**src/sorted_set_table_macros.svh**
```systemverilog
// Assertion helpers used by the sorted set table RTL.
`ifndef SORTED_SET_TABLE_MACROS_SVH
`define SORTED_SET_TABLE_MACROS_SVH

// Check a condition at every clock edge outside reset.
`define SST_ASSERT_ALWAYS(label, clk, rst_n, cond, msg) \
	label: assert property (@(posedge clk) disable iff (!(rst_n)) (cond)) else $error(msg);

// Check that the consequent holds in the same cycle as the antecedent.
`define SST_ASSERT_IMP(label, clk, rst_n, ante, cons, msg) \
	label: assert property (@(posedge clk) disable iff (!(rst_n)) (ante) |-> (cons)) \
		else $error(msg);

// Check that the consequent holds in the cycle after the antecedent.
`define SST_ASSERT_NXT(label, clk, rst_n, ante, cons, msg) \
	label: assert property (@(posedge clk) disable iff (!(rst_n)) (ante) |=> (cons)) \
		else $error(msg);

`endif

```
**src/sst_pkg.sv**
```systemverilog
`default_nettype none

package sst_pkg;

	localparam int CAPACITY_DEF = 16;
	localparam int KEY_W        = 32;

	// request codes; the unused code behaves as a search
	localparam logic [1:0] MODE_SEARCH = 2'd0;
	localparam logic [1:0] MODE_INSERT = 2'd1;
	localparam logic [1:0] MODE_REMOVE = 2'd2;

	// completion codes
	localparam logic [1:0] ST_DONE   = 2'd0;
	localparam logic [1:0] ST_DUP    = 2'd1;
	localparam logic [1:0] ST_ABSENT = 2'd2;
	localparam logic [1:0] ST_FULL   = 2'd3;

	typedef struct packed {
		logic [1:0]              mode;
		logic signed [KEY_W-1:0] value;
	} req_t;

	typedef struct packed {
		logic       found;
		logic [4:0] position;
		logic [1:0] status;
		logic [4:0] entry_count;
	} rsp_t;

endpackage

`default_nettype wire

```
**src/sst_ram.sv**
```systemverilog
`default_nettype none

// Simple dual-port RAM: one write port, one read port with registered data.
module sst_ram #(
	parameter int WIDTH = sst_pkg::KEY_W,
	parameter int DEPTH = sst_pkg::CAPACITY_DEF
) (
	input  wire logic                     clk,
	input  wire logic                     we,
	input  wire logic [$clog2(DEPTH)-1:0] waddr,
	input  wire logic [WIDTH-1:0]         wdata,
	input  wire logic [$clog2(DEPTH)-1:0] raddr,
	output logic      [WIDTH-1:0]         rdata
);

	logic [WIDTH-1:0] mem_q [DEPTH];

	always_ff @(posedge clk) begin
		if (we) begin
			mem_q[waddr] <= wdata;
		end
		rdata <= mem_q[raddr];
	end

endmodule

`default_nettype wire

```
**src/sorted_set_table.sv**
```systemverilog
// Sorted set table: holds up to CAPACITY distinct signed 32-bit keys in
// ascending order and serves one search, insert or remove per transaction.
// Request channel (req_valid / req_stall / req): a transaction is taken when
// req_valid is high and req_stall is low. req_stall stays high while a
// request is being worked on, so requests are handled one at a time.
// Response channel (rsp_valid / rsp_stall / rsp): exactly one response per
// request. The response sits in an output register; a new request is taken
// as soon as the previous one is finished, even while its response is still
// stalled. A finished request waits only while the held response is stalled.
// Timing is set by a single RAM read port and one key comparator that walk
// the table one entry per cycle, then the same port shifts entries one per
// cycle. The walk stops at the first entry not below the key. An insert then
// shifts the entries from that position up by one and stores the key; a
// remove of a present key shifts the entries above it down by one; a search
// or a refused request moves no entry. The next request can be taken in the
// cycle after the response is loaded, so transactions never overlap.
// Reset empties the table (count to zero) and drops any pending response;
// the key storage is not cleared, since only entries below the count are used.
`default_nettype none

`include "sorted_set_table_macros.svh"

module sorted_set_table #(
	parameter int CAPACITY = sst_pkg::CAPACITY_DEF
) (
	input  wire logic         clk,
	input  wire logic         arst_n,
	input  wire logic         req_valid,
	output logic              req_stall,
	input  wire sst_pkg::req_t req,
	output logic              rsp_valid,
	input  wire logic         rsp_stall,
	output sst_pkg::rsp_t     rsp
);

	localparam int IDX_W = $clog2(CAPACITY);
	localparam int CNT_W = $clog2(CAPACITY + 1);

	typedef enum logic [6:0] {
		S_IDLE   = 7'b0000001,
		S_CMP    = 7'b0000010,
		S_DECIDE = 7'b0000100,
		S_INS_SH = 7'b0001000,
		S_WRKEY  = 7'b0010000,
		S_DEL_SH = 7'b0100000,
		S_DONE   = 7'b1000000
	} state_t;

	state_t state_q, state_d;

	// control state
	logic [CNT_W-1:0] count_q, count_d;
	logic             rsp_valid_q, rsp_valid_d;

	// per-request working registers
	logic [1:0]                       mode_q;
	logic signed [sst_pkg::KEY_W-1:0] key_q;
	logic [CNT_W-1:0]                 idx_q, idx_d;
	logic [CNT_W-1:0]                 pos_q, pos_d;
	logic                             hit_q, hit_d;
	logic [1:0]                       status_q, status_d;
	sst_pkg::rsp_t                    rsp_q;

	logic take_req;
	logic rsp_load;

	// RAM port
	logic                      ram_we;
	logic [IDX_W-1:0]          ram_waddr;
	logic [sst_pkg::KEY_W-1:0] ram_wdata;
	logic [IDX_W-1:0]          ram_raddr;
	logic [sst_pkg::KEY_W-1:0] ram_rdata;

	// shared index arithmetic and key comparator
	logic [CNT_W:0]   idx_p1, idx_p2, pos_p1, count_x;
	logic [CNT_W-1:0] idx_m1, idx_m2, count_m1;
	logic             key_gt, key_eq;
	logic [31:0]      pos_ext, count_ext;

	assign idx_p1   = {1'b0, idx_q} + (CNT_W+1)'(1);
	assign idx_p2   = {1'b0, idx_q} + (CNT_W+1)'(2);
	assign pos_p1   = {1'b0, pos_q} + (CNT_W+1)'(1);
	assign count_x  = {1'b0, count_q};
	assign idx_m1   = idx_q - CNT_W'(1);
	assign idx_m2   = idx_q - CNT_W'(2);
	assign count_m1 = count_q - CNT_W'(1);
	assign key_gt   = key_q > $signed(ram_rdata);
	assign key_eq   = key_q == $signed(ram_rdata);

	assign pos_ext   = 32'(pos_q);
	assign count_ext = 32'(count_q);

	sst_ram #(
		.WIDTH(sst_pkg::KEY_W),
		.DEPTH(CAPACITY)
	) u_ram (
		.clk  (clk),
		.we   (ram_we),
		.waddr(ram_waddr),
		.wdata(ram_wdata),
		.raddr(ram_raddr),
		.rdata(ram_rdata)
	);

	// Sequencer. The read address issued in one state is the entry the next
	// state consumes; each walk or shift step prefetches the entry for the next.
	always_comb begin
		state_d   = state_q;
		count_d   = count_q;
		idx_d     = idx_q;
		pos_d     = pos_q;
		hit_d     = hit_q;
		status_d  = status_q;
		take_req  = 1'b0;
		rsp_load  = 1'b0;
		ram_we    = 1'b0;
		ram_waddr = idx_q[IDX_W-1:0];
		ram_wdata = ram_rdata;
		ram_raddr = '0;
		unique case (state_q)
			S_IDLE: begin
				// entry 0 is being read for the first compare
				if (req_valid) begin
					take_req = 1'b1;
					idx_d    = '0;
					status_d = sst_pkg::ST_DONE;
					if (count_q == '0) begin
						pos_d   = '0;
						hit_d   = 1'b0;
						state_d = S_DECIDE;
					end else begin
						state_d = S_CMP;
					end
				end
			end
			S_CMP: begin
				// prefetch the next entry while comparing this one
				ram_raddr = idx_p1[IDX_W-1:0];
				if (key_gt) begin
					if (idx_p1 < count_x) begin
						idx_d = idx_p1[CNT_W-1:0];
					end else begin
						pos_d   = idx_p1[CNT_W-1:0];
						hit_d   = 1'b0;
						state_d = S_DECIDE;
					end
				end else begin
					pos_d   = idx_q;
					hit_d   = key_eq;
					state_d = S_DECIDE;
				end
			end
			S_DECIDE: begin
				state_d = S_DONE;
				if (mode_q == sst_pkg::MODE_INSERT) begin
					// last entry is the first to move up
					ram_raddr = count_m1[IDX_W-1:0];
					if (hit_q) begin
						status_d = sst_pkg::ST_DUP;
					end else if (count_q == CNT_W'(CAPACITY)) begin
						status_d = sst_pkg::ST_FULL;
					end else if (pos_q == count_q) begin
						state_d = S_WRKEY;
					end else begin
						idx_d   = count_q;
						state_d = S_INS_SH;
					end
				end else if (mode_q == sst_pkg::MODE_REMOVE) begin
					// entry after the hit is the first to move down
					ram_raddr = pos_p1[IDX_W-1:0];
					if (!hit_q) begin
						status_d = sst_pkg::ST_ABSENT;
					end else begin
						count_d = count_m1;
						if (pos_p1 < count_x) begin
							idx_d   = pos_q;
							state_d = S_DEL_SH;
						end
					end
				end
			end
			S_INS_SH: begin
				ram_raddr = idx_m2[IDX_W-1:0];
				ram_we    = 1'b1;
				if (idx_m1 == pos_q) begin
					state_d = S_WRKEY;
				end else begin
					idx_d = idx_m1;
				end
			end
			S_WRKEY: begin
				ram_we    = 1'b1;
				ram_waddr = pos_q[IDX_W-1:0];
				ram_wdata = key_q;
				count_d   = count_q + CNT_W'(1);
				state_d   = S_DONE;
			end
			S_DEL_SH: begin
				// count already holds the reduced value here
				ram_raddr = idx_p2[IDX_W-1:0];
				ram_we    = 1'b1;
				if (idx_p1 < count_x) begin
					idx_d = idx_p1[CNT_W-1:0];
				end else begin
					state_d = S_DONE;
				end
			end
			S_DONE: begin
				// hold until the output register is free
				if (!rsp_valid_q || !rsp_stall) begin
					rsp_load = 1'b1;
					state_d  = S_IDLE;
				end
			end
			default: begin
				state_d = S_IDLE;
			end
		endcase
	end

	always_comb begin
		rsp_valid_d = rsp_valid_q;
		if (rsp_load) begin
			rsp_valid_d = 1'b1;
		end else if (rsp_valid_q && !rsp_stall) begin
			rsp_valid_d = 1'b0;
		end
	end

	always_ff @(posedge clk or negedge arst_n) begin
		if (!arst_n) begin
			state_q     <= S_IDLE;
			count_q     <= '0;
			rsp_valid_q <= 1'b0;
		end else begin
			state_q     <= state_d;
			count_q     <= count_d;
			rsp_valid_q <= rsp_valid_d;
		end
	end

	always_ff @(posedge clk) begin
		if (take_req) begin
			mode_q <= req.mode;
			key_q  <= req.value;
		end
		idx_q    <= idx_d;
		pos_q    <= pos_d;
		hit_q    <= hit_d;
		status_q <= status_d;
		if (rsp_load) begin
			rsp_q.found       <= hit_q;
			rsp_q.position    <= pos_ext[4:0];
			rsp_q.status      <= status_q;
			rsp_q.entry_count <= count_ext[4:0];
		end
	end

	assign req_stall = (state_q != S_IDLE);
	assign rsp_valid = rsp_valid_q;
	assign rsp       = rsp_q;

	// the table never holds more entries than it has room for
	`SST_ASSERT_ALWAYS(a_count_cap, clk, arst_n, count_q <= CNT_W'(CAPACITY), "count above capacity")
	// an accepted request starts the walk or goes straight to the decision
	`SST_ASSERT_NXT(a_req_start, clk, arst_n, req_valid && !req_stall, (state_q == S_CMP) || (state_q == S_DECIDE), "request did not start")
	// a response appears only when a request finishes
	`SST_ASSERT_IMP(a_rsp_src, clk, arst_n, $rose(rsp_valid), $past(state_q == S_DONE), "response without finished request")
	// the table is written only by the shift and store steps
	`SST_ASSERT_IMP(a_write_states, clk, arst_n, ram_we, (state_q == S_INS_SH) || (state_q == S_WRKEY) || (state_q == S_DEL_SH), "table write outside update")

endmodule

`default_nettype wire

```
**config.mk**
```make
export PLATFORM = sky130hd
export DESIGN_NAME = sorted_set_table
export DESIGN_NICKNAME = d
export VERILOG_FILES = /design/src/sst_pkg.sv /design/src/sst_ram.sv /design/src/sorted_set_table.sv
export VERILOG_INCLUDE_DIRS = /design/src /design/src/src
export SDC_FILE = /design/constraint.sdc
export NUM_CORES = 1
export LEC_CHECK = 0
export ABC_AREA = 1
export BUFFER_PORTS_ARGS = -buffer_cell sky130_fd_sc_hd__buf_2
export CORE_UTILIZATION = 40
export CTS_CLUSTER_DIAMETER = 120
export DETAILED_ROUTE_END_ITERATION = 8
export HOLD_SLACK_MARGIN = 0.06
export PLACE_DENSITY = 0.6
export SETUP_SLACK_MARGIN = 0.02
export SLEW_MARGIN = 20
export SYNTH_ARGS = -nofsm -noshare
export SYNTH_HDL_FRONTEND = slang
export SYNTH_SLANG_ARGS = --single-unit
```
**constraint.sdc**
```tcl
create_clock -name clk -period 9.6 [get_ports clk]
set_clock_uncertainty 0.05 [all_clocks]
set_input_delay 0.48 -clock clk [delete_from_list [all_inputs] [get_ports clk]]
set_output_delay 0.48 -clock clk [all_outputs]
set_load 0.03 [all_outputs]
```
==> flow_metrics.tcl, run 1 <==
set metrics [dict create \
    status "finished clean" \
    synth_flop_cell "edfxtp_1" \
    wl_per_cell_um 19.5 \
    drtIter0Drc 1735 \
    drv_cap 0 \
    die_area_um2 70700 \
    grt-ovfl-total 0 \
    core_area_um2 68700 \
    grt_pass1_vias 18820 \
    synth_nets 2758 \
    fin_crit_sh 0.479 \
    area.growth.synth_to_final_pct 14.2 \
    synth.distinct_cells 39 \
    antenna_cells 0 \
    io_buffers 52 \
    firstDrtPassIters 5 \
    crit_path_max_fanout 69 \
    fmax_mhz 217 \
    gp_congestion 0.860 \
    syn_area_um2 27900 \
    start_kind "flip-flop" \
    async_flop_share 0.0211 \
    worstHoldPathType "in -> reg" \
    tightest_slew_ns 1.11 \
    cpPeakStageDelay_ns 1.05 \
    track_usage 0.206 \
    vias_per_cell 5.20 \
    dr_total_vias 19342 \
    drc 0 \
    grt_pass1_wl_um 110000 \
    clock_sinks 617 \
    ios 53 \
    layout_commonest_cell "edfxtp_1" \
    yosysSeqAreaShare 0.651 \
    initial_core_util 0.405 \
    hold_viol 0 \
    multiInputGateArea_um2 7280 \
    die_y_um 266 \
    fillers 6295 \
    cp.required_ns 10.09 \
    path_cells "inv_2 -> ha_1 -> nand2_1 -> nand3_4 -> inv_4 -> buf_4 -> nand3_1 -> nand3_1 -> nand3_1 -> nand2_1" \
    ant_nets 0 \
    clockBufferDepth 3 \
    synth-edff-count 572 \
    dp_hpwl_um 38200 \
    ir_worst_vdd_uv 117 \
    yosysWarningCount 0 \
    grt_max_degree 113 \
    drv_slew 0 \
    die_w_um 266 \
    rsz0062_at_grt "false" \
    regArea_um2 18100 \
    fin_nets 2825 \
    critPathArrivalTime_ns 5.09 \
    synth_seq_cells 617 \
    drive_gt1_frac 0.0904 \
    power_leakage_nw 12.9 \
    end_kind "flip-flop" \
    slowest_stage "inv_4" \
    crit_path_frequent_cell "nand3_1" \
    clk_latency_ns 0.60 \
    relSlewSlack 0.259 \
    drt-total-wl_um 72700 \
    post_cts_buffers 0 \
    synth_area_per_cell_um2 10.4 \
    ctsHoldBuffers 36 \
    path_clk_slew_ns 0.06 \
    row_count 96 \
    setup_violations 0 \
    numCtsBuffers 66 \
    syn_inst 2671 \
    final_cell_mix "edfxtp_1 (572), nand2_1 (522), inv_1 (500)" \
    fin_crit_ns 4.60 \
    p_per_area_nw_per_um2 267 \
    p_total_mw 8.50 \
    fin_tns_setup_ns 0 \
    path_class "reg -> reg" \
    htreeDepth 3 \
    cts_tree "built" \
    antenna_found_initial 2 \
    clock-root-buffer "clkbuf_16" \
    ctsResizeCount 0 \
]
==> layer usage <==
layer | wire length (um) | track usage
met1 | 31600 | 0.277
met2 | 34200 | 0.339
met3 | 4990 | 0.0371
met4 | 1870 | 0.0669
met5 | 27 | 0
==> through the flow <==
stage | std cells | cell area, um2 | hold slack (ns) | setup slack, ns | utilization
2_1_floorplan | 2671 | 27900 | 0.134 | 6.31 | -
3_3_place_gp | 3564 | 29200 | 0.340 | 4.88 | 0.425
3_5_place_dp | 3564 | 29200 | 0.353 | 4.84 | 0.425
4_1_cts | 3718 | 31800 | 0.203 | 4.83 | 0.462
5_1_grt | 3719 | 31800 | 0.236 | 4.71 | 0.463
6_report | 3719 | 31800 | 0.224 | 5.00 | 0.463
==> registers in the layout, indices dropped and copies added, names as in the netlist <==
register and count:
hit_q 1, key_q 32, rsp_valid 1, count_q 5, mode_q 2, pos_q 5
status_q 2, rsp 13, state_q 7, u_ram.mem_q 512, u_ram.rdata 32, idx_q 5
==> worst max-delay path: cells and delay by family (launching register included) <==
kind	cells	cell delay, ns
AND/OR/NAND/NOR	6	1.41
buffers and inverters	3	1.98
flip-flops	1	0.63
adder cells (fa/ha/maj)	1	0.43
==> cell usage after synthesis (2+ instances only) <==
| library cell | instances | area [um2] |
|---|---|---|
| edfxtp_1 | 572 | 17200 |
| nand2_1 | 523 | 1960 |
| inv_1 | 502 | 1880 |
| nand3_1 | 367 | 1840 |
| nand4_1 | 155 | 970 |
| o21ai_0 | 68 | 340 |
| buf_2 | 66 | 330 |
| o21ai_1 | 64 | 320 |
| nor2_1 | 56 | 210 |
| ha_1 | 48 | 601 |
| o211ai_1 | 36 | 270 |
| a21oi_1 | 34 | 170 |
| dfxtp_1 | 32 | 641 |
| buf_1 | 30 | 113 |
| clkbuf_1 | 28 | 105 |
| buf_4 | 23 | 173 |
| xor2_1 | 14 | 123 |
| dfrtp_1 | 12 | 300 |
| inv_2 | 8 | 30.0 |
| nand3b_1 | 3 | 22.5 |
| o22ai_1 | 3 | 18.8 |
| a21o_1 | 2 | 15.0 |
| a22oi_1 | 2 | 15.0 |
| nand2_2 | 2 | 12.5 |
| nor2_4 | 2 | 22.5 |
| nor3_1 | 2 | 10.0 |
| nor4_1 | 2 | 12.5 |
| o2111ai_1 | 2 | 17.5 |
| o21a_1 | 2 | 15.0 |
| xnor2_1 | 2 | 17.5 |
==> report_power, final <==
| group | internal [mW] | switching (mW) |
|---|---|---|
| Clock | 1.58 | 1.03 |
| Combinational | 0.679 | 1.61 |
| Sequential | 3.47 | 0.125 |
| Total | 5.73 | 2.77 |
==> path summary, 6_finish.rpt <==
kind	start	end	slack [ns]	depth (start not counted)
min reg2reg	status_q[1]	rsp[6]	0.38	0
max reg2reg	idx_q[0]	u_ram.rdata[2]	5.00	10
max	idx_q[0]	u_ram.rdata[2]	5.00	10
min	req_valid	state_q[0]	0.22	4
max in group asynchronous	arst_n	state_q[0]	8.94	2
min in group asynchronous	arst_n	state_q[1]	0.27	2
==> logic make-up after synthesis <==
group                      Yosys count  synth area share
AOI/OAI and AO/OA                  217            0.0438
adders and majority gates           49            0.0223
DFF                                617             0.651
buffers and inverters              657            0.0946
xor gates and xnor gates            16           0.00503
and+or+nand+nor                   1115             0.183
==> final cells by class <==
type / count / area share
Clock inverter: 28 / 0.0101
Inverter: 510 / 0.0603
Sequential cell: 617 / 0.570
Tap cell: 931 / 0.0366
Timing Repair Buffer: 146 / 0.0339
Clock buffer: 90 / 0.0599
Multi-Input combinational cell: 1397 / 0.229
(Power assumes the default switching activity.)
==> run 2, diff against run 1 <==
--- a/config.mk
+++ b/config.mk
@@ -6,7 +6,7 @@
 export SDC_FILE = /design/constraint.sdc
 export NUM_CORES = 1
 export LEC_CHECK = 0
-export ABC_AREA = 1
+export ABC_AREA = 0
 export BUFFER_PORTS_ARGS = -buffer_cell sky130_fd_sc_hd__buf_2
 export CORE_UTILIZATION = 40
 export CTS_CLUSTER_DIAMETER = 120
==> constraint.sdc (replaced) <==
create_clock -name clk -period 4.5 [get_ports clk]
set_clock_uncertainty 0.05 [all_clocks]
set_input_delay 0.225 -clock clk [delete_from_list [all_inputs] [get_ports clk]]
set_output_delay 0.225 -clock clk [all_outputs]
set_load 0.03 [all_outputs]
==> run 2 against run 1 <==
Against the previous run: sequential share of layout area increased by 4.1 points; clock power rose by 89%; register-to-register slack got worse by 4.5 ns; first-iteration DRC count is 8.2% lower; largest cell class unchanged; critical endpoint is now idx_q[2]; non-clock buffer count rose by 35; critical path depth unchanged.
==> flow_metrics.tcl, run 2 <==
set metrics [dict create \
    drv_cap 0 \
    die_area_um2 64900 \
    synthTopCellsByArea "edfxtp_1 (67%), nand2_1 (5.9%), a21oi_1 (5.4%)" \
    rr_endpoint "idx_q[2]" \
    end_kind "flip-flop" \
    path_class "reg -> reg" \
    fin_nets 2176 \
    synth_seq_cells 617 \
    reg_top3 "u_ram.mem_q: 512 flops, key_q: 32 flops, u_ram.rdata: 32 flops" \
    reg2reg_depth 10 \
    drv_slew 0 \
    cp-startpoint "idx_q[0]" \
    dp_cells 2834 \
    htreeDepth 2 \
    synth.distinct_cells 71 \
    critPathArrivalTime_ns 4.24 \
    track_usage 0.203 \
    area.growth.synth_to_final_pct 16.1 \
    hold_viol 0 \
    antenna_found_initial 0 \
    yosysSeqAreaShare 0.710 \
    clock-root-buffer "clkbuf_16" \
    final_cells 2987 \
    row_count 92 \
    cts_tree "built" \
    die_y_um 255 \
    multiInputGateArea_um2 6780 \
    synth_flop_cell "edfxtp_1" \
    dr_total_vias 16388 \
    clock_sinks 617 \
    drtIter0Drc 1592 \
    yosysMostFrequentCell "edfxtp_1" \
    final_cell_mix "edfxtp_1 (572), nand2_1 (403), a21oi_1 (276)" \
    finalHoldWorstSlack_ns 0.226 \
    synth_area_per_cell_um2 13.0 \
    numCtsBuffers 60 \
    initial_core_util 0.405 \
    synth_top_area_frac 0.672 \
    setup.worst_path.end "idx_q[2]" \
    ir_worst_vdd_uv 333 \
    yosys-top-cells-count "edfxtp_1 (572), nand2_1 (403), a21oi_1 (277), nand3_1 (79), buf_2 (67)" \
    yosysWarningCount 0 \
    die_w_um 255 \
    rsz0062_at_grt "false" \
    syn_inst 1960 \
    syn_area_um2 25600 \
    synth_nets 2047 \
    drc 0 \
    io_buffers 52 \
    drt-total-wl_um 65500 \
    p_per_area_nw_per_um2 584 \
    ant_nets 0 \
    reg2reg_from "idx_q[0]" \
    relSlewSlack 0.250 \
    largest_register "u_ram.mem_q" \
    grt_pass1_vias 15838 \
    vias_per_cell 5.49 \
    crit_path_max_fanout 13 \
    clockBufferDepth 3 \
    core_area_um2 63100 \
    regArea_um2 18100 \
    fin_tns_setup_ns 0 \
    power_leakage_nw 10.5 \
    gp_congestion 0.864 \
    fin_crit_sh 0.896 \
    ctsHoldBuffers 39 \
    status "finished clean" \
    path_clk_slew_ns 0.07 \
    post_cts_buffers 0 \
    tightest_slew_ns 1.12 \
    fin_crit_ns 4.03 \
    fillers 5614 \
    setup_violations 0 \
    wl_per_cell_um 21.9 \
    synth-edff-count 572 \
    grt_pass1_wl_um 98000 \
    dp_hpwl_um 38400 \
    worstHoldPathType "in -> reg" \
    ios 53 \
    start_kind "flip-flop" \
    drive_gt1_frac 0.128 \
    yosys.area.top_type "edfxtp_1" \
    cp.required_ns 4.70 \
    layout_commonest_cell "edfxtp_1" \
    ctsResizeCount 0 \
    clk_latency_ns 0.66 \
    largest_register_ffs 512 \
    r2r_slack_ns 0.47 \
    firstDrtPassIters 5 \
    fmax_mhz 248 \
    antenna_cells 0 \
    grt_max_degree 65 \
    grt-ovfl-total 0 \
    async_flop_share 0.0211 \
]
## run 2: cell count changes in the layout (fill, tap and decap cells not counted), sizes merged, moves of 39 or more
cell   before  now
inv       510   57
mux2i       0   39
o21ai     133   49
nand4     155   12
nand3     369   80
a21oi      34  277
nand2     525  403
## run 2: cells by family (layout without fill, tap and decap cells)
family,Yosys count,after routing,share of synthesized area
mux,39,39,0.0153
flops,617,617,0.710
buf+inv,169,350,0.0318
fa+ha+maj,49,49,0.0243
compound gates,476,476,0.112
xor+xnor,26,26,0.00891
simple gates,584,584,0.0976
## run 2: area by class of cell
class / count / area share
sequential: 617 / 0.612
tap: 846 / 0.0357
multi-input combinational: 1174 / 0.229
clock inverter: 21 / 0.00620
inverter: 55 / 0.00696
clock buffer: 93 / 0.0599
timing repair buffer: 181 / 0.0510
## run 2: layer usage
layer,vias to the layer above,global-route usage,part of all wire
met1,8203,0.284,0.44
met2,536,0.325,0.47
met3,103,0.0298,0.063
met5,-,0,0
met4,0,0.0655,0.027
li1,7546,-,-
## run 2: per-stage QoR
stage	worst slack, ns	power, mW	util	instance area, um2
5_1_grt	0.0963	18.1	0.470	29700
4_1_cts	0.480	17.4	0.470	29700
6_report	0.466	17.3	0.470	29700
3_3_place_gp	0.627	12.3	0.433	27300
2_1_floorplan	1.00	10.7	-	25600
3_5_place_dp	0.498	12.4	0.433	27300
## run 2: how the worst min path moves through the flow
stage / slack (ns) / cells past startpoint / from / to
3_3_place_gp: 0.09 / 1 / arst_n / rsp_valid
4_1_cts: 0.19 / 2 / req[23] / key_q[23]
6_report: 0.23 / 2 / req[15] / key_q[15]
5_1_grt: 0.21 / 2 / req[23] / key_q[23]
2_1_floorplan: -0.12 / 0 / arst_n / count_q[0]
3_5_place_dp: 0.09 / 1 / arst_n / rsp_valid
## run 2: power breakdown
part,internal (mW),leakage [nW],switching [mW]
Clock,2.78,0.959,2.15
Combinational,1.54,3.94,3.15
Sequential,7.37,5.61,0.320
## run 2: worst max-delay path: stages, from the launching register on
cell and delay (ns):
edfxtp_1 0.73, inv_1 0.22, ha_1 0.48, ha_1 0.28, a21boi_0 0.12, o21ai_0 0.19, a21oi_1 0.08, a311oi_1 0.41
inv_1 0.13, o31ai_1 0.24, nor3b_1 0.73
